[config.mk]
export PLATFORM = sky130hd
export DESIGN_NAME = cv_attenuverter_offset_mixer_flat
export DESIGN_NICKNAME = d
export VERILOG_FILES = /design/src/sv/cvam_pkg.sv /design/src/sv/cvam_in_if.sv /design/src/sv/cvam_out_if.sv /design/src/sv/cvam_cfg_if.sv /design/src/sv/cvam_ctrl.sv /design/src/sv/cvam_dp.sv /design/src/sv/cv_attenuverter_offset_mixer.sv /design/src/flat_wrapper.sv
export SDC_FILE = /design/constraint.sdc
export NUM_CORES = 2
export LEC_CHECK = 0
export BUFFER_PORTS_ARGS = -buffer_cell sky130_fd_sc_hd__buf_2
export CAP_MARGIN = 30
export CORE_ASPECT_RATIO = 1.4
export CORE_MARGIN = 4
export CORE_UTILIZATION = 70
export CTS_BUF_LIST = sky130_fd_sc_hd__clkbuf_16
export CTS_CLUSTER_DIAMETER = 50
export CTS_CLUSTER_SIZE = 30
export DETAILED_ROUTE_END_ITERATION = 10
export PLACE_DENSITY = 0.95
export SYNTH_ARGS = -nofsm -noshare
export SYNTH_HDL_FRONTEND = slang
export SYNTH_SLANG_ARGS = --single-unit
[constraint.sdc]
create_clock -name clk -period 22.3 [get_ports clk]
set_input_delay 0 -clock clk [delete_from_list [all_inputs] [get_ports clk]]
set_output_delay 0 -clock clk [all_outputs]
set_load 0.02 [all_outputs]
[src/sv/cvam_pkg.sv]
package cvam_pkg;

  localparam int CHANNELS     = 8;
  localparam int SAMPLE_WIDTH = 16;
  localparam int CH_W         = 3;
  localparam int OUT_W        = 17;
  localparam int SUM_W        = 19;
  localparam int CNT_W        = 4;
  localparam int KNOB_W       = 16;
  localparam int CFG_IDX_W    = 3;
  localparam int CFG_W        = 64;
  localparam int GAIN_W       = 17;
  localparam int OFF_W        = 18;
  localparam int MUL_W        = 18;
  localparam int PROD1_W      = 32;
  localparam int PROD2_W      = 2 * MUL_W;
  localparam int GQ_W         = 16;
  localparam int FIN_W        = 22;
  localparam int DIVD_W       = 20;
  localparam int DCNT_W       = 5;

  localparam logic [CH_W-1:0]  LAST_CH   = CH_W'(CHANNELS - 1);
  localparam logic [CNT_W-1:0] COUNT_MAX = '1;

  localparam logic signed [SAMPLE_WIDTH-1:0] VLIM_POS = 16'sd20480;
  localparam logic signed [SAMPLE_WIDTH-1:0] VLIM_NEG = -16'sd20480;
  localparam logic signed [FIN_W-1:0] VLIM_POS_W = 22'sd20480;
  localparam logic signed [FIN_W-1:0] VLIM_NEG_W = -22'sd20480;
  localparam logic signed [SUM_W:0] SUM_MAX_W = 20'sd262143;
  localparam logic signed [SUM_W:0] SUM_MIN_W = -20'sd262144;

  // floor(x / 5) as (x * RECIP5) >> 20, exact for x below 2**18
  localparam logic [MUL_W-1:0] RECIP5     = 18'd209716;
  localparam int               RECIP5_SH  = 20;
  localparam int               VLIM_SH    = 12;
  localparam int               GAIN_SH    = 14;
  localparam logic [PROD2_W-1:0] GAIN_RND = PROD2_W'((1 << GAIN_SH) - 1);

  localparam logic [CFG_IDX_W-1:0] REG_GAIN_LO = 3'd0;
  localparam logic [CFG_IDX_W-1:0] REG_GAIN_HI = 3'd1;
  localparam logic [CFG_IDX_W-1:0] REG_OFF_LO  = 3'd2;
  localparam logic [CFG_IDX_W-1:0] REG_OFF_HI  = 3'd3;
  localparam logic [CFG_IDX_W-1:0] REG_DOUBLE  = 3'd4;

  typedef struct packed {
    logic load_in;
    logic gmul;
    logic gdiv;
    logic gsel;
    logic mul;
    logic fin;
    logic div_start;
    logic div_step;
    logic out_load;
  } cvam_cmd_t;

  typedef struct packed {
    logic last;
    logic count_zero;
    logic div_done;
    logic out_free;
  } cvam_sts_t;

endpackage

[src/sv/cvam_in_if.sv]
interface cvam_in_if import cvam_pkg::*; ();
  logic                           valid;
  logic                           ready;
  logic [CH_W-1:0]                channel;
  logic signed [SAMPLE_WIDTH-1:0] signal_in;
  logic signed [SAMPLE_WIDTH-1:0] gain_cv;
  logic signed [SAMPLE_WIDTH-1:0] offset_cv;
  logic                           signal_present;
  logic                           gain_cv_present;
  logic                           offset_cv_present;
  logic                           output_in_use;

  modport source (output valid, channel, signal_in, gain_cv, offset_cv, signal_present,
                  gain_cv_present, offset_cv_present, output_in_use, input ready);
  modport sink (input valid, channel, signal_in, gain_cv, offset_cv, signal_present,
                gain_cv_present, offset_cv_present, output_in_use, output ready);
endinterface

[src/sv/cvam_out_if.sv]
interface cvam_out_if import cvam_pkg::*; ();
  logic                    valid;
  logic                    ready;
  logic [CH_W-1:0]         channel_number;
  logic signed [OUT_W-1:0] channel_out;
  logic                    channel_driven;
  logic signed [OUT_W-1:0] mix_out;
  logic                    mix_valid;

  modport source (output valid, channel_number, channel_out, channel_driven, mix_out,
                  mix_valid, input ready);
  modport sink (input valid, channel_number, channel_out, channel_driven, mix_out,
                mix_valid, output ready);
endinterface

[src/sv/cvam_cfg_if.sv]
interface cvam_cfg_if import cvam_pkg::*; ();
  logic                 valid;
  logic                 ready;
  logic [CFG_IDX_W-1:0] index;
  logic [CFG_W-1:0]     data;

  modport source (output valid, index, data, input ready);
  modport sink (input valid, index, data, output ready);
endinterface

[src/sv/cvam_ctrl.sv]
module cvam_ctrl import cvam_pkg::*; (
  input  logic      clk,
  input  logic      rst_n,
  input  logic      in_valid,
  output logic      in_ready,
  input  cvam_sts_t sts,
  output cvam_cmd_t cmd
);

  localparam logic [2:0] ST_IDLE = 3'd0;
  localparam logic [2:0] ST_GMUL = 3'd1;
  localparam logic [2:0] ST_GDIV = 3'd2;
  localparam logic [2:0] ST_GSEL = 3'd3;
  localparam logic [2:0] ST_MUL  = 3'd4;
  localparam logic [2:0] ST_FIN  = 3'd5;
  localparam logic [2:0] ST_DIV  = 3'd6;
  localparam logic [2:0] ST_OUT  = 3'd7;

  logic [2:0] state_r;
  logic [2:0] state_nxt;

  always_comb begin
    state_nxt = state_r;
    cmd       = '0;
    in_ready  = 1'b0;
    unique case (state_r)
      ST_IDLE: begin
        in_ready    = 1'b1;
        cmd.load_in = in_valid;
        if (in_valid) begin
          state_nxt = ST_GMUL;
        end
      end
      ST_GMUL: begin
        cmd.gmul  = 1'b1;
        state_nxt = ST_GDIV;
      end
      ST_GDIV: begin
        cmd.gdiv  = 1'b1;
        state_nxt = ST_GSEL;
      end
      ST_GSEL: begin
        cmd.gsel  = 1'b1;
        state_nxt = ST_MUL;
      end
      ST_MUL: begin
        cmd.mul   = 1'b1;
        state_nxt = ST_FIN;
      end
      ST_FIN: begin
        cmd.fin       = 1'b1;
        cmd.div_start = sts.last;
        if (sts.last && !sts.count_zero) begin
          state_nxt = ST_DIV;
        end else begin
          state_nxt = ST_OUT;
        end
      end
      ST_DIV: begin
        cmd.div_step = 1'b1;
        if (sts.div_done) begin
          state_nxt = ST_OUT;
        end
      end
      ST_OUT: begin
        cmd.out_load = sts.out_free;
        if (sts.out_free) begin
          state_nxt = ST_IDLE;
        end
      end
      default: state_nxt = ST_IDLE;
    endcase
  end

  always_ff @(posedge clk) begin
    if (!rst_n) begin
      state_r <= ST_IDLE;
    end else begin
      state_r <= state_nxt;
    end
  end

endmodule

[src/sv/cvam_dp.sv]
module cvam_dp import cvam_pkg::*; (
  input  logic                           clk,
  input  logic                           rst_n,
  input  cvam_cmd_t                      cmd,
  output cvam_sts_t                      sts,
  input  logic [CH_W-1:0]                in_channel,
  input  logic signed [SAMPLE_WIDTH-1:0] in_signal_in,
  input  logic signed [SAMPLE_WIDTH-1:0] in_gain_cv,
  input  logic signed [SAMPLE_WIDTH-1:0] in_offset_cv,
  input  logic                           in_signal_present,
  input  logic                           in_gain_cv_present,
  input  logic                           in_offset_cv_present,
  input  logic                           in_output_in_use,
  input  logic                           cfg_write,
  input  logic [CFG_IDX_W-1:0]           cfg_index,
  input  logic [CFG_W-1:0]               cfg_data,
  input  logic                           out_ready,
  output logic                           out_valid,
  output logic [CH_W-1:0]                out_channel_number,
  output logic signed [OUT_W-1:0]        out_channel_out,
  output logic                           out_channel_driven,
  output logic signed [OUT_W-1:0]        out_mix_out,
  output logic                           out_mix_valid
);

  // configuration
  logic [CFG_W-1:0] gain_lo_r, gain_hi_r, off_lo_r, off_hi_r;
  logic             double_r;

  // item registers
  logic [CH_W-1:0]                ch_r;
  logic signed [SAMPLE_WIDTH-1:0] sig_r, gcv_r, ocv_r;
  logic                           sig_p_r, gcv_p_r, ocv_p_r, used_r;
  logic signed [KNOB_W-1:0]       gk_r;
  logic signed [PROD1_W-1:0]      prod1_r;
  logic signed [OFF_W-1:0]        off_r;
  logic [GQ_W-1:0]                gq_r;
  logic                           gneg_r;
  logic signed [GAIN_W-1:0]       gain_r;
  logic signed [PROD2_W-1:0]      prod2_r;
  logic signed [OUT_W-1:0]        res_chan_r;
  logic                           res_driven_r;

  // accumulators
  logic signed [SUM_W-1:0] mix_sum_r;
  logic [CNT_W-1:0]        cnt_r;

  // mix divider
  logic [DIVD_W-1:0] quot_r;
  logic [CNT_W-1:0]  rem_r;
  logic [CNT_W-1:0]  dvsr_r;
  logic [DCNT_W-1:0] dcnt_r;
  logic              mneg_r;

  // output word
  logic                    out_valid_r;
  logic [CH_W-1:0]         out_ch_r;
  logic signed [OUT_W-1:0] out_chan_r;
  logic                    out_driven_r;
  logic signed [OUT_W-1:0] out_mix_r;
  logic                    out_mixv_r;

  logic [CFG_W-1:0]               gsel_reg, osel_reg;
  logic signed [KNOB_W-1:0]       gk_sel, ok_sel;
  logic signed [SAMPLE_WIDTH-1:0] gcv_cl, ocv_cl;
  logic [PROD1_W-1:0]             p1_mag;
  logic [MUL_W-1:0]               p1_sh;
  logic [PROD2_W-1:0]             q5_full;
  logic signed [MUL_W-1:0]        mul_a, mul_b;
  logic signed [FIN_W-1:0]        tq, ysum, y;
  logic signed [SUM_W:0]          sum_add, sum_new, sum_od;
  logic [CNT_W-1:0]               cnt_new;
  logic signed [OUT_W-1:0]        chan_val;
  logic [DIVD_W-1:0]              mix_mag;
  logic [CNT_W:0]                 rem_sh;
  logic                           qbit;
  logic signed [DIVD_W:0]         mix_signed;

  always_ff @(posedge clk) begin
    if (!rst_n) begin
      gain_lo_r <= '0;
      gain_hi_r <= '0;
      off_lo_r  <= '0;
      off_hi_r  <= '0;
      double_r  <= 1'b0;
    end else if (cfg_write) begin
      unique case (cfg_index)
        REG_GAIN_LO: gain_lo_r <= cfg_data;
        REG_GAIN_HI: gain_hi_r <= cfg_data;
        REG_OFF_LO:  off_lo_r  <= cfg_data;
        REG_OFF_HI:  off_hi_r  <= cfg_data;
        REG_DOUBLE:  double_r  <= cfg_data[0];
        default: ;
      endcase
    end
  end

  always_comb begin
    gcv_cl = in_gain_cv;
    if (in_gain_cv > VLIM_POS) gcv_cl = VLIM_POS;
    if (in_gain_cv < VLIM_NEG) gcv_cl = VLIM_NEG;
    ocv_cl = in_offset_cv;
    if (in_offset_cv > VLIM_POS) ocv_cl = VLIM_POS;
    if (in_offset_cv < VLIM_NEG) ocv_cl = VLIM_NEG;
  end

  always_comb begin
    gsel_reg = ch_r[2] ? gain_hi_r : gain_lo_r;
    osel_reg = ch_r[2] ? off_hi_r : off_lo_r;
    gk_sel   = gsel_reg[KNOB_W*ch_r[1:0] +: KNOB_W];
    ok_sel   = osel_reg[KNOB_W*ch_r[1:0] +: KNOB_W];
  end

  // gain cv divide by 20480: drop 12 bits then divide by five
  always_comb begin
    p1_mag  = prod1_r[PROD1_W-1] ? PROD1_W'(-prod1_r) : PROD1_W'(prod1_r);
    p1_sh   = p1_mag[VLIM_SH +: MUL_W];
    q5_full = PROD2_W'(p1_sh) * PROD2_W'(RECIP5);
  end

  always_comb begin
    mul_a = sig_p_r ? MUL_W'(sig_r) : MUL_W'(off_r);
    mul_b = MUL_W'(gain_r);
  end

  always_comb begin
    tq      = FIN_W'((prod2_r + (prod2_r[PROD2_W-1] ? $signed(GAIN_RND) : '0)) >>> GAIN_SH);
    ysum    = tq + (sig_p_r ? FIN_W'(off_r) : '0);
    y       = ysum;
    if (ysum > VLIM_POS_W) y = VLIM_POS_W;
    if (ysum < VLIM_NEG_W) y = VLIM_NEG_W;
    sum_add = (SUM_W+1)'(mix_sum_r) + (SUM_W+1)'(y);
    sum_new = (SUM_W+1)'(mix_sum_r);
    cnt_new = cnt_r;
    if (sig_p_r) begin
      sum_new = sum_add;
      if (sum_add > SUM_MAX_W) sum_new = SUM_MAX_W;
      if (sum_add < SUM_MIN_W) sum_new = SUM_MIN_W;
      if (cnt_r != COUNT_MAX) cnt_new = cnt_r + 1'b1;
    end
    sum_od   = double_r ? (sum_new <<< 1) : sum_new;
    mix_mag  = sum_od[SUM_W] ? DIVD_W'(-sum_od) : DIVD_W'(sum_od);
    chan_val = '0;
    if (sig_p_r || used_r) begin
      chan_val = double_r ? (OUT_W'(y) <<< 1) : OUT_W'(y);
    end
  end

  always_comb begin
    rem_sh     = {rem_r, quot_r[DIVD_W-1]};
    qbit       = rem_sh >= {1'b0, dvsr_r};
    mix_signed = mneg_r ? -(DIVD_W+1)'(quot_r) : (DIVD_W+1)'(quot_r);
  end

  always_ff @(posedge clk) begin
    if (cmd.load_in) begin
      ch_r    <= in_channel;
      sig_r   <= in_signal_in;
      gcv_r   <= gcv_cl;
      ocv_r   <= ocv_cl;
      sig_p_r <= in_signal_present;
      gcv_p_r <= in_gain_cv_present;
      ocv_p_r <= in_offset_cv_present;
      used_r  <= in_output_in_use;
    end
    if (cmd.gmul) begin
      gk_r    <= gk_sel;
      prod1_r <= gcv_r * gk_sel;
      off_r   <= OFF_W'(ok_sel) + (ocv_p_r ? OFF_W'(ocv_r) : '0);
    end
    if (cmd.gdiv) begin
      gq_r   <= q5_full[RECIP5_SH +: GQ_W];
      gneg_r <= prod1_r[PROD1_W-1];
    end
    if (cmd.gsel) begin
      if (gcv_p_r) begin
        gain_r <= gneg_r ? -GAIN_W'(gq_r) : GAIN_W'(gq_r);
      end else begin
        gain_r <= GAIN_W'(gk_r);
      end
    end
    if (cmd.mul) begin
      prod2_r <= mul_a * mul_b;
    end
    if (cmd.fin) begin
      res_chan_r   <= chan_val;
      res_driven_r <= sig_p_r || used_r;
    end
    if (cmd.div_start) begin
      quot_r <= (cnt_new == '0) ? '0 : mix_mag;
      rem_r  <= '0;
      dvsr_r <= cnt_new;
      dcnt_r <= '0;
      mneg_r <= sum_od[SUM_W];
    end else if (cmd.div_step) begin
      rem_r  <= qbit ? CNT_W'(rem_sh - {1'b0, dvsr_r}) : rem_sh[CNT_W-1:0];
      quot_r <= {quot_r[DIVD_W-2:0], qbit};
      dcnt_r <= dcnt_r + 1'b1;
    end
    if (cmd.out_load) begin
      out_ch_r     <= ch_r;
      out_chan_r   <= res_chan_r;
      out_driven_r <= res_driven_r;
      out_mixv_r   <= ch_r == LAST_CH;
      out_mix_r    <= (ch_r == LAST_CH) ? OUT_W'(mix_signed) : '0;
    end
  end

  always_ff @(posedge clk) begin
    if (!rst_n) begin
      mix_sum_r   <= '0;
      cnt_r       <= '0;
      out_valid_r <= 1'b0;
    end else begin
      if (cmd.fin) begin
        if (ch_r == LAST_CH) begin
          mix_sum_r <= '0;
          cnt_r     <= '0;
        end else begin
          mix_sum_r <= SUM_W'(sum_new);
          cnt_r     <= cnt_new;
        end
      end
      if (cmd.out_load) begin
        out_valid_r <= 1'b1;
      end else if (out_ready) begin
        out_valid_r <= 1'b0;
      end
    end
  end

  assign sts.last       = ch_r == LAST_CH;
  assign sts.count_zero = cnt_new == '0;
  assign sts.div_done   = dcnt_r == DCNT_W'(DIVD_W - 1);
  assign sts.out_free   = !out_valid_r || out_ready;

  assign out_valid          = out_valid_r;
  assign out_channel_number = out_ch_r;
  assign out_channel_out    = out_chan_r;
  assign out_channel_driven = out_driven_r;
  assign out_mix_out        = out_mix_r;
  assign out_mix_valid      = out_mixv_r;

endmodule

[src/sv/cv_attenuverter_offset_mixer.sv]
// order: an accepted word steps through gain multiply, gain divide, gain select,
// multiply and finish, then the serial mix divider (one quotient bit per cycle) on
// the last channel of a frame when a signal was present, then the output load,
// which waits while the output word is stalled; a new word is taken only after that
// reset: knobs, overdrive, mix sum, count and output valid clear; no clearing pass
module cv_attenuverter_offset_mixer import cvam_pkg::*; (
  input  logic       clk,
  input  logic       rst_n,
  cvam_in_if.sink    in_bus,
  cvam_out_if.source out_bus,
  cvam_cfg_if.sink   cfg_bus
);

  cvam_cmd_t cmd;
  cvam_sts_t sts;
  logic      in_ready;

  assign in_bus.ready  = in_ready;
  assign cfg_bus.ready = 1'b1;

  cvam_ctrl u_ctrl (
    .clk      (clk),
    .rst_n    (rst_n),
    .in_valid (in_bus.valid),
    .in_ready (in_ready),
    .sts      (sts),
    .cmd      (cmd)
  );

  cvam_dp u_dp (
    .clk                  (clk),
    .rst_n                (rst_n),
    .cmd                  (cmd),
    .sts                  (sts),
    .in_channel           (in_bus.channel),
    .in_signal_in         (in_bus.signal_in),
    .in_gain_cv           (in_bus.gain_cv),
    .in_offset_cv         (in_bus.offset_cv),
    .in_signal_present    (in_bus.signal_present),
    .in_gain_cv_present   (in_bus.gain_cv_present),
    .in_offset_cv_present (in_bus.offset_cv_present),
    .in_output_in_use     (in_bus.output_in_use),
    .cfg_write            (cfg_bus.valid),
    .cfg_index            (cfg_bus.index),
    .cfg_data             (cfg_bus.data),
    .out_ready            (out_bus.ready),
    .out_valid            (out_bus.valid),
    .out_channel_number   (out_bus.channel_number),
    .out_channel_out      (out_bus.channel_out),
    .out_channel_driven   (out_bus.channel_driven),
    .out_mix_out          (out_bus.mix_out),
    .out_mix_valid        (out_bus.mix_valid)
  );

endmodule

[src/flat_wrapper.sv]
// flat-port wrapper written by rule: the top's interface ports become plain ports
module cv_attenuverter_offset_mixer_flat import cvam_pkg::*;
  (clk, rst_n, in_bus_valid, in_bus_channel, in_bus_signal_in, in_bus_gain_cv, in_bus_offset_cv, in_bus_signal_present, in_bus_gain_cv_present, in_bus_offset_cv_present, in_bus_output_in_use, in_bus_ready, out_bus_valid, out_bus_channel_number, out_bus_channel_out, out_bus_channel_driven, out_bus_mix_out, out_bus_mix_valid, out_bus_ready, cfg_bus_valid, cfg_bus_index, cfg_bus_data, cfg_bus_ready);
  cvam_in_if in_bus_i ();
  cvam_out_if out_bus_i ();
  cvam_cfg_if cfg_bus_i ();
  input  logic clk;
  input  logic rst_n;
  input wire logic [$bits(in_bus_i.valid)-1:0] in_bus_valid;
  input wire logic [$bits(in_bus_i.channel)-1:0] in_bus_channel;
  input wire logic [$bits(in_bus_i.signal_in)-1:0] in_bus_signal_in;
  input wire logic [$bits(in_bus_i.gain_cv)-1:0] in_bus_gain_cv;
  input wire logic [$bits(in_bus_i.offset_cv)-1:0] in_bus_offset_cv;
  input wire logic [$bits(in_bus_i.signal_present)-1:0] in_bus_signal_present;
  input wire logic [$bits(in_bus_i.gain_cv_present)-1:0] in_bus_gain_cv_present;
  input wire logic [$bits(in_bus_i.offset_cv_present)-1:0] in_bus_offset_cv_present;
  input wire logic [$bits(in_bus_i.output_in_use)-1:0] in_bus_output_in_use;
  output wire logic [$bits(in_bus_i.ready)-1:0] in_bus_ready;
  output wire logic [$bits(out_bus_i.valid)-1:0] out_bus_valid;
  output wire logic [$bits(out_bus_i.channel_number)-1:0] out_bus_channel_number;
  output wire logic [$bits(out_bus_i.channel_out)-1:0] out_bus_channel_out;
  output wire logic [$bits(out_bus_i.channel_driven)-1:0] out_bus_channel_driven;
  output wire logic [$bits(out_bus_i.mix_out)-1:0] out_bus_mix_out;
  output wire logic [$bits(out_bus_i.mix_valid)-1:0] out_bus_mix_valid;
  input wire logic [$bits(out_bus_i.ready)-1:0] out_bus_ready;
  input wire logic [$bits(cfg_bus_i.valid)-1:0] cfg_bus_valid;
  input wire logic [$bits(cfg_bus_i.index)-1:0] cfg_bus_index;
  input wire logic [$bits(cfg_bus_i.data)-1:0] cfg_bus_data;
  output wire logic [$bits(cfg_bus_i.ready)-1:0] cfg_bus_ready;
  assign in_bus_i.valid = in_bus_valid;
  assign in_bus_i.channel = in_bus_channel;
  assign in_bus_i.signal_in = in_bus_signal_in;
  assign in_bus_i.gain_cv = in_bus_gain_cv;
  assign in_bus_i.offset_cv = in_bus_offset_cv;
  assign in_bus_i.signal_present = in_bus_signal_present;
  assign in_bus_i.gain_cv_present = in_bus_gain_cv_present;
  assign in_bus_i.offset_cv_present = in_bus_offset_cv_present;
  assign in_bus_i.output_in_use = in_bus_output_in_use;
  assign in_bus_ready = in_bus_i.ready;
  assign out_bus_valid = out_bus_i.valid;
  assign out_bus_channel_number = out_bus_i.channel_number;
  assign out_bus_channel_out = out_bus_i.channel_out;
  assign out_bus_channel_driven = out_bus_i.channel_driven;
  assign out_bus_mix_out = out_bus_i.mix_out;
  assign out_bus_mix_valid = out_bus_i.mix_valid;
  assign out_bus_i.ready = out_bus_ready;
  assign cfg_bus_i.valid = cfg_bus_valid;
  assign cfg_bus_i.index = cfg_bus_index;
  assign cfg_bus_i.data = cfg_bus_data;
  assign cfg_bus_ready = cfg_bus_i.ready;
  cv_attenuverter_offset_mixer u_core (.clk(clk), .rst_n(rst_n), .in_bus(in_bus_i), .out_bus(out_bus_i), .cfg_bus(cfg_bus_i));
endmodule
# Word level (Yosys, flattened, before mapping)
# Cells that the tools add are included.
# Widths: inputs -> output; s select.
dict set report op_classes {
  n_addsub 11
  mul 3
  magnitude_cmp 9
  n_eq_ne 17
  n_shift 2
  mux 44
  bitwise_logic 1
  n_reduce_logical 19
}
# operator n
set ops {}
lappend ops {{$mux 20} 10}
lappend ops {{$mux 64} 2}
lappend ops {{$shiftx 64x7->16} 2}
lappend ops {{$mux 17} 4}
lappend ops {{$add 36x14->36} 1}
lappend ops {{$mux 18} 2}
lappend ops {{$mul 18x17->35} 1}
lappend ops {{$mul 18x16->34 const B} 1}
lappend ops {{$gt 16x16->1 const B} 2}
lappend ops {{$lt 16x16->1 const B} 2}
lappend ops {{$mul 16x16->32} 1}
lappend ops {{$mux 16} 2}
lappend ops {{$mux 30} 1}
lappend ops {{$neg 30->30} 1}
lappend ops {{$pmux 3 s8} 1}
lappend ops {{$add 22x22->22} 1}
lappend ops {{$gt 22x16->1 const B} 1}
lappend ops {{$lt 22x16->1 const B} 1}
lappend ops {{$mux 22} 1}
lappend ops {{$add 19x20->20} 1}
lappend ops {{$gt 20x19->1 const B} 1}
lappend ops {{$lt 20x19->1 const B} 1}
lappend ops {{$neg 20->20} 1}
lappend ops {{$mux 19} 1}
lappend ops {{29 further kinds} 64}
dict set report totals {
  register_bits 566
  input_bits 127
  output_inout_bits 42
  wordCells 145
}

# Depth between registers and ports, before layout
dict set report logic_depth {
  ltp_word 16
  ltp_mapped 46
  mapped_depth_nobuf 42
}

# Hierarchy
# From an unflattened synthesis, not the netlist that was laid out.
dict set report hier_totals {
  cells_unflattened 5504
  area_unflattened_um2 53565.1
}
# module n_inst cells_per_inst area_each_um2 seq_area_each_um2
set by_module_without_submodules {}
lappend by_module_without_submodules {cvam_dp 1 5464 53221.0 13943.4}
lappend by_module_without_submodules {cvam_ctrl 1 38 332.8 60.1}
lappend by_module_without_submodules {cv_attenuverter_offset_mixer 1 2 11.3 0.0}

# Least setup slack after synthesis
# Ideal clock, no wire load.
dict set report synth_timing {
  kind {reg-to-reg}
  from {register u_core.u_dp.sig_p_r}
  to {register u_core.u_dp.quot_r[18] (data pin)}
  setup_ns 0.261
  arrival_time_ns 9.611
  required_time_ns 22.039
  path_slack_ns 12.428
  path_stages_with_launch 45
  n_path_buf 9
  period_less_slack_ns 9.872
  path_cell_list {edfxtp_1 > clkbuf_1 > buf_1 > clkbuf_1 > clkbuf_1 > clkbuf_1 > clkbuf_1 > and2_1 > ha_1 > inv_1 > fa_1 > nor2b_1 > o21ai_0 > a21oi_1 > o21ai_0 > a21boi_0 > o2111ai_1 > nand3_1 > [9 not listed] > nor3_1 > a2111oi_0 > o21a_1 > nor3_1 > nand3b_2 > xnor2_4 > clkbuf_1 > maj3_1 > mux2i_1 > nand2_1 > o21ai_0 > ha_1 > o2111ai_1 > and4b_1 > clkbuf_1 > and3_1 > o41ai_1 > a311o_1}
}
dict set report synth_between {
  elab_chain_cells 15
  elab_cells_between_ends 19
  classes_between {3 x add/sub; 4 x order compare; 11 x mux; 1 x reduce/logical}
}
# element line_no
set synth_rtl {}
lappend synth_rtl {{start, declared} cvam_dp.sv:33} ;# logic sig_p_r, gcv_p_r, ocv_p_r, used_r;
lappend synth_rtl {{start signal, assigned} cvam_dp.sv:161} ;# sig_p_r <= in_signal_present;
lappend synth_rtl {{$mux 22} cvam_dp.sv:128} ;# ysum = tq + (sig_p_r ? FIN_W'(off_r) : '0);
lappend synth_rtl {{$add 22x22->22} cvam_dp.sv:128}
lappend synth_rtl {{$gt 22x16->1} cvam_dp.sv:130} ;# if (ysum > VLIM_POS_W) y = VLIM_POS_W;
lappend synth_rtl {{$mux 20} cvam_dp.sv:130}
lappend synth_rtl {{$mux 20} cvam_dp.sv:131} ;# if (ysum < VLIM_NEG_W) y = VLIM_NEG_W;
lappend synth_rtl {{$add 19x20->20} cvam_dp.sv:132} ;# sum_add = (SUM_W+1)'(mix_sum_r) + (SUM_W+1)'(y);
lappend synth_rtl {{$gt 20x19->1} cvam_dp.sv:137} ;# if (sum_add > SUM_MAX_W) sum_new = SUM_MAX_W;
lappend synth_rtl {{$mux 20} cvam_dp.sv:137}
lappend synth_rtl {{$mux 20} cvam_dp.sv:138} ;# if (sum_add < SUM_MIN_W) sum_new = SUM_MIN_W;
lappend synth_rtl {{$mux 20} cvam_dp.sv:135} ;# if (sig_p_r) begin
lappend synth_rtl {{$mux 20} cvam_dp.sv:141} ;# sum_od = double_r ? (sum_new <<< 1) : sum_new;
lappend synth_rtl {{$neg 20->20} cvam_dp.sv:142} ;# mix_mag = sum_od[SUM_W] ? DIVD_W'(-sum_od) : DIVD_W'(sum_od);
lappend synth_rtl {{$mux 20} cvam_dp.sv:142}
lappend synth_rtl {{$mux 20 *} cvam_dp.sv:190} ;# quot_r <= (cnt_new == '0) ? '0 : mix_mag;
lappend synth_rtl {{$mux 20 *} cvam_dp.sv:189} ;# if (cmd.div_start) begin
lappend synth_rtl {{end signal, assigned} cvam_dp.sv:190}
lappend synth_rtl {{end signal, assigned} cvam_dp.sv:197} ;# quot_r <= {quot_r[DIVD_W-2:0], qbit};
lappend synth_rtl {{end, declared} cvam_dp.sv:49} ;# logic [DIVD_W-1:0] quot_r;
# Every way passes the cells marked *; elsewhere a longest branch is shown, timed or not.
# A chain may end at the register's enable or synchronous reset.

# Worst setup path after layout
dict set report layout_timing {
  from {register u_core.u_dp.prod2_r[34]}
  to {register u_core.u_dp.quot_r[18] (data pin)}
}
dict set report layout_between {
  elab_chain_cells 15
  elab_cells_between_ends 17
  classes_between {4 x add/sub; 4 x order compare; 9 x mux}
}
# element line_no
set layout_rtl {}
lappend layout_rtl {{start, declared} cvam_dp.sv:40} ;# logic signed [PROD2_W-1:0] prod2_r;
lappend layout_rtl {{start signal, assigned} cvam_dp.sv:183} ;# prod2_r <= mul_a * mul_b;
lappend layout_rtl {{$add 36x14->36 *} cvam_dp.sv:127} ;# tq = FIN_W'((prod2_r + (prod2_r[PROD2_W-1] ? $signed(GAIN_RND) : '0)) >>> GAIN_SH);
lappend layout_rtl {{$add 22x22->22 *} cvam_dp.sv:128}
lappend layout_rtl {{$gt 22x16->1} cvam_dp.sv:130}
lappend layout_rtl {{$mux 20} cvam_dp.sv:130}
lappend layout_rtl {{$mux 20 *} cvam_dp.sv:131}
lappend layout_rtl {{$add 19x20->20 *} cvam_dp.sv:132}
lappend layout_rtl {{$gt 20x19->1} cvam_dp.sv:137}
lappend layout_rtl {{$mux 20} cvam_dp.sv:137}
lappend layout_rtl {{$mux 20 *} cvam_dp.sv:138}
lappend layout_rtl {{$mux 20 *} cvam_dp.sv:135}
lappend layout_rtl {{$mux 20 *} cvam_dp.sv:141}
lappend layout_rtl {{$neg 20->20} cvam_dp.sv:142}
lappend layout_rtl {{$mux 20 *} cvam_dp.sv:142}
lappend layout_rtl {{$mux 20 *} cvam_dp.sv:190}
lappend layout_rtl {{$mux 20 *} cvam_dp.sv:189}
# Marks and branches as above.

==> reports/metrics.cfg <==
[outcome]
outcome=finished, violations left
failed_checks=design-rule violations

[synthesis]
synth_common_cells=nand2_1 (949), inv_1 (829), fa_1 (672)
seq_area_frac_synth=0.261
ys_warn_count=0
synth-edff-count=271
synth.top_cells.by_area=fa_1 (25%), edfxtp_1 (15%), dfxtp_1 (11%), ha_1 (9.0%), nand2_1 (6.6%)
synth_area_mm2=0.0537
netlist.area_leader.share=0.250
yosysMostFrequentCell=nand2_1
netlist_instances=5545
synth_cell_types=83
yosys.area.top_type=fa_1
synth-async-reset-ratio=0
avgSynthCellArea_um2=9.69
synth_flop_cell=dfxtp_1
ys_ff_latch=564
synth_fp_nets=6729

[global_route]
antenna_found_initial=43
grt_pass1_vias=49600
grt_max_degree=177
track_usage=0.443
grt_pass1_wl_um=277000
gr-total-overflow=0

[floorplanning]
core_mm2=0.0756
fp-row-count=119
top_level_ports=169
start_util=0.710
dieWidth_um=242
die_h_um=336
die_area_mm2=0.0813

[cts]
cts_sinks=564
cts_tree=built
cts_buffer_depth=3
numCtsBuffers=48
clk_pin_slew_ps=90
root_buffer=clkbuf_16
htree_levels=2
postCtsHoldBufs=128
postCtsSetupBuffers=0
clock_latency_ps=700
cts-resized-gates=0

[routing]
wl_per_cell_um=26.8
drc=6
finalWirelength_um=181000
num_vias=46400
drtIter0Drc=7214
antenna_left=0
vias_per_cell=6.89
firstDrtPassIters=11

[place]
io_buffers=167
pre_cts_ws_ps=11060
hpwlAfterDp_um=109000
gp_congestion=1.01

[timing]
worst_pin_slew_ps=1160
finalCriticalPeriod_ps=11510
layout_setup_ws_ps=10790
rsz0062_at_grt=no
hold_viol_final=0
fmax_mhz=86.9
fin_skew_ps=82.8
slew_headroom=0.219
setup-tns-final_ps=0
finalSetupViolCount=0
finalMaxSlewViolations=0
fin_crit_sh=0.516

[flow_run]
cap_violations=0

[finish]
fin_util=0.774
areaGrowthSynthToFinish_pct=8.99
nNetsFinal=6885
drive_gt1_frac=0.0855

[setup_path]
crit_family=compound AO/OA/AOI/OAI gates
worstSetupEndpointType=flip-flop
cp_data_arrival_time_ps=11910
cp-start-kind=flip-flop
path_max_fanout=19
crit_buf_inv=2
cp_common_cell=ha_1
criticalPathCategory=flip-flop to flip-flop
max_stage_delay_ps=740
worst_path_max_delay_cell=mux2i_1
required_ps=22700

[hold_path]
hold_class=primary input to flip-flop

placed cells by master, fill, tap and decap left out, types with 48 or more instances in the layout:
| master | instances |
|---|---|
| dfxtp_1 | 293 |
| o21ai_0 | 136 |
| mux2_2 | 49 |
| nand2_1 | 948 |
| xnor2_1 | 140 |
| inv_1 | 829 |
| dlygate4sd3_1 | 128 |
| a21oi_1 | 128 |
| mux4_2 | 66 |
| buf_2 | 166 |
| fa_1 | 672 |
| nor2b_1 | 111 |
| xor2_1 | 70 |
| and2_1 | 228 |
| clkbuf_16 | 48 |
| nor2_1 | 183 |
| edfxtp_1 | 271 |
| a21boi_0 | 271 |
| ha_1 | 385 |
sequential cells by signal, indices dropped and copies added, names as in the netlist, 17 cells and up:
| signal | cells |
|---|---|
| u_core.u_dp.off_hi_r | 64 |
| u_core.u_dp.gain_lo_r | 64 |
| u_core.u_dp.off_lo_r | 64 |
| u_core.u_dp.res_chan_r | 17 |
| u_core.u_dp.prod1_r | 31 |
| u_core.u_dp.out_mix_out | 17 |
| u_core.u_dp.gain_hi_r | 64 |
| u_core.u_dp.mix_sum_r | 19 |
| u_core.u_dp.off_r | 18 |
| u_core.u_dp.gain_r | 17 |
| u_core.u_dp.prod2_r | 35 |
| u_core.u_dp.out_channel_out | 17 |
| u_core.u_dp.quot_r | 20 |
layer usage:
layer / track usage / wire length [um] / vias up
li1: - / - / 18200
met1: 0.463 / 52000 / 21700
met5: 0.0104 / 237 / -
met3: 0.167 / 24300 / 1988
met2: 0.702 / 81600 / 4473
met4: 0.390 / 22400 / 24
through the flow:
stage	hold WS (ps)	area, um^2	instances
global placement	177	55200	6484
detailed placement	178	55300	6487
finish	64.2	58500	6736
global route	61.7	58500	6721
CTS	40.2	58400	6705
floorplan	98.9	53700	5545
worst paths after layout:
path,depth (start not counted),from,slack (ps),to
max,40,u_core.u_dp.prod2_r[34],10790,u_core.u_dp.quot_r[18]
min,2,in_bus_signal_in[15],60,u_core.u_dp.sig_r[15]
max reg2reg,40,u_core.u_dp.prod2_r[34],10790,u_core.u_dp.quot_r[18]
min reg2reg,0,u_core.u_dp.res_chan_r[7],430,u_core.u_dp.out_channel_out[7]
cells by family (layout without fill, tap and decap cells):
logic type                 Yosys count  count (layout)  synth area share
buffers and inverters             1066            1262            0.0746
other                                1              28         0.0000698
xor gates and xnor gates           213             213            0.0354
muxes                              141             141            0.0428
AOI/OAI and AO/OA                  780             780            0.0986
and+or+nand+nor                   1718            1718             0.147
adders and majority gates         1062            1062             0.341
DFF                                564             564             0.261
area by class of cell:
| class | count | area [um^2] |
|---|---|---|
| clock buffer | 48 | 1200 |
| fill | 4078 | 17100 |
| sequential | 564 | 14000 |
| timing repair buffer | 340 | 2510 |
| antenna | 27 | 67.6 |
| inverter | 832 | 3130 |
| multi-input combinational | 3915 | 35700 |
| tap | 968 | 1210 |
| clock inverter | 42 | 676 |
Power is left out: the tool's default activity adds up to more than one toggle a clock period on the data nets, which glitch-free logic cannot reach.
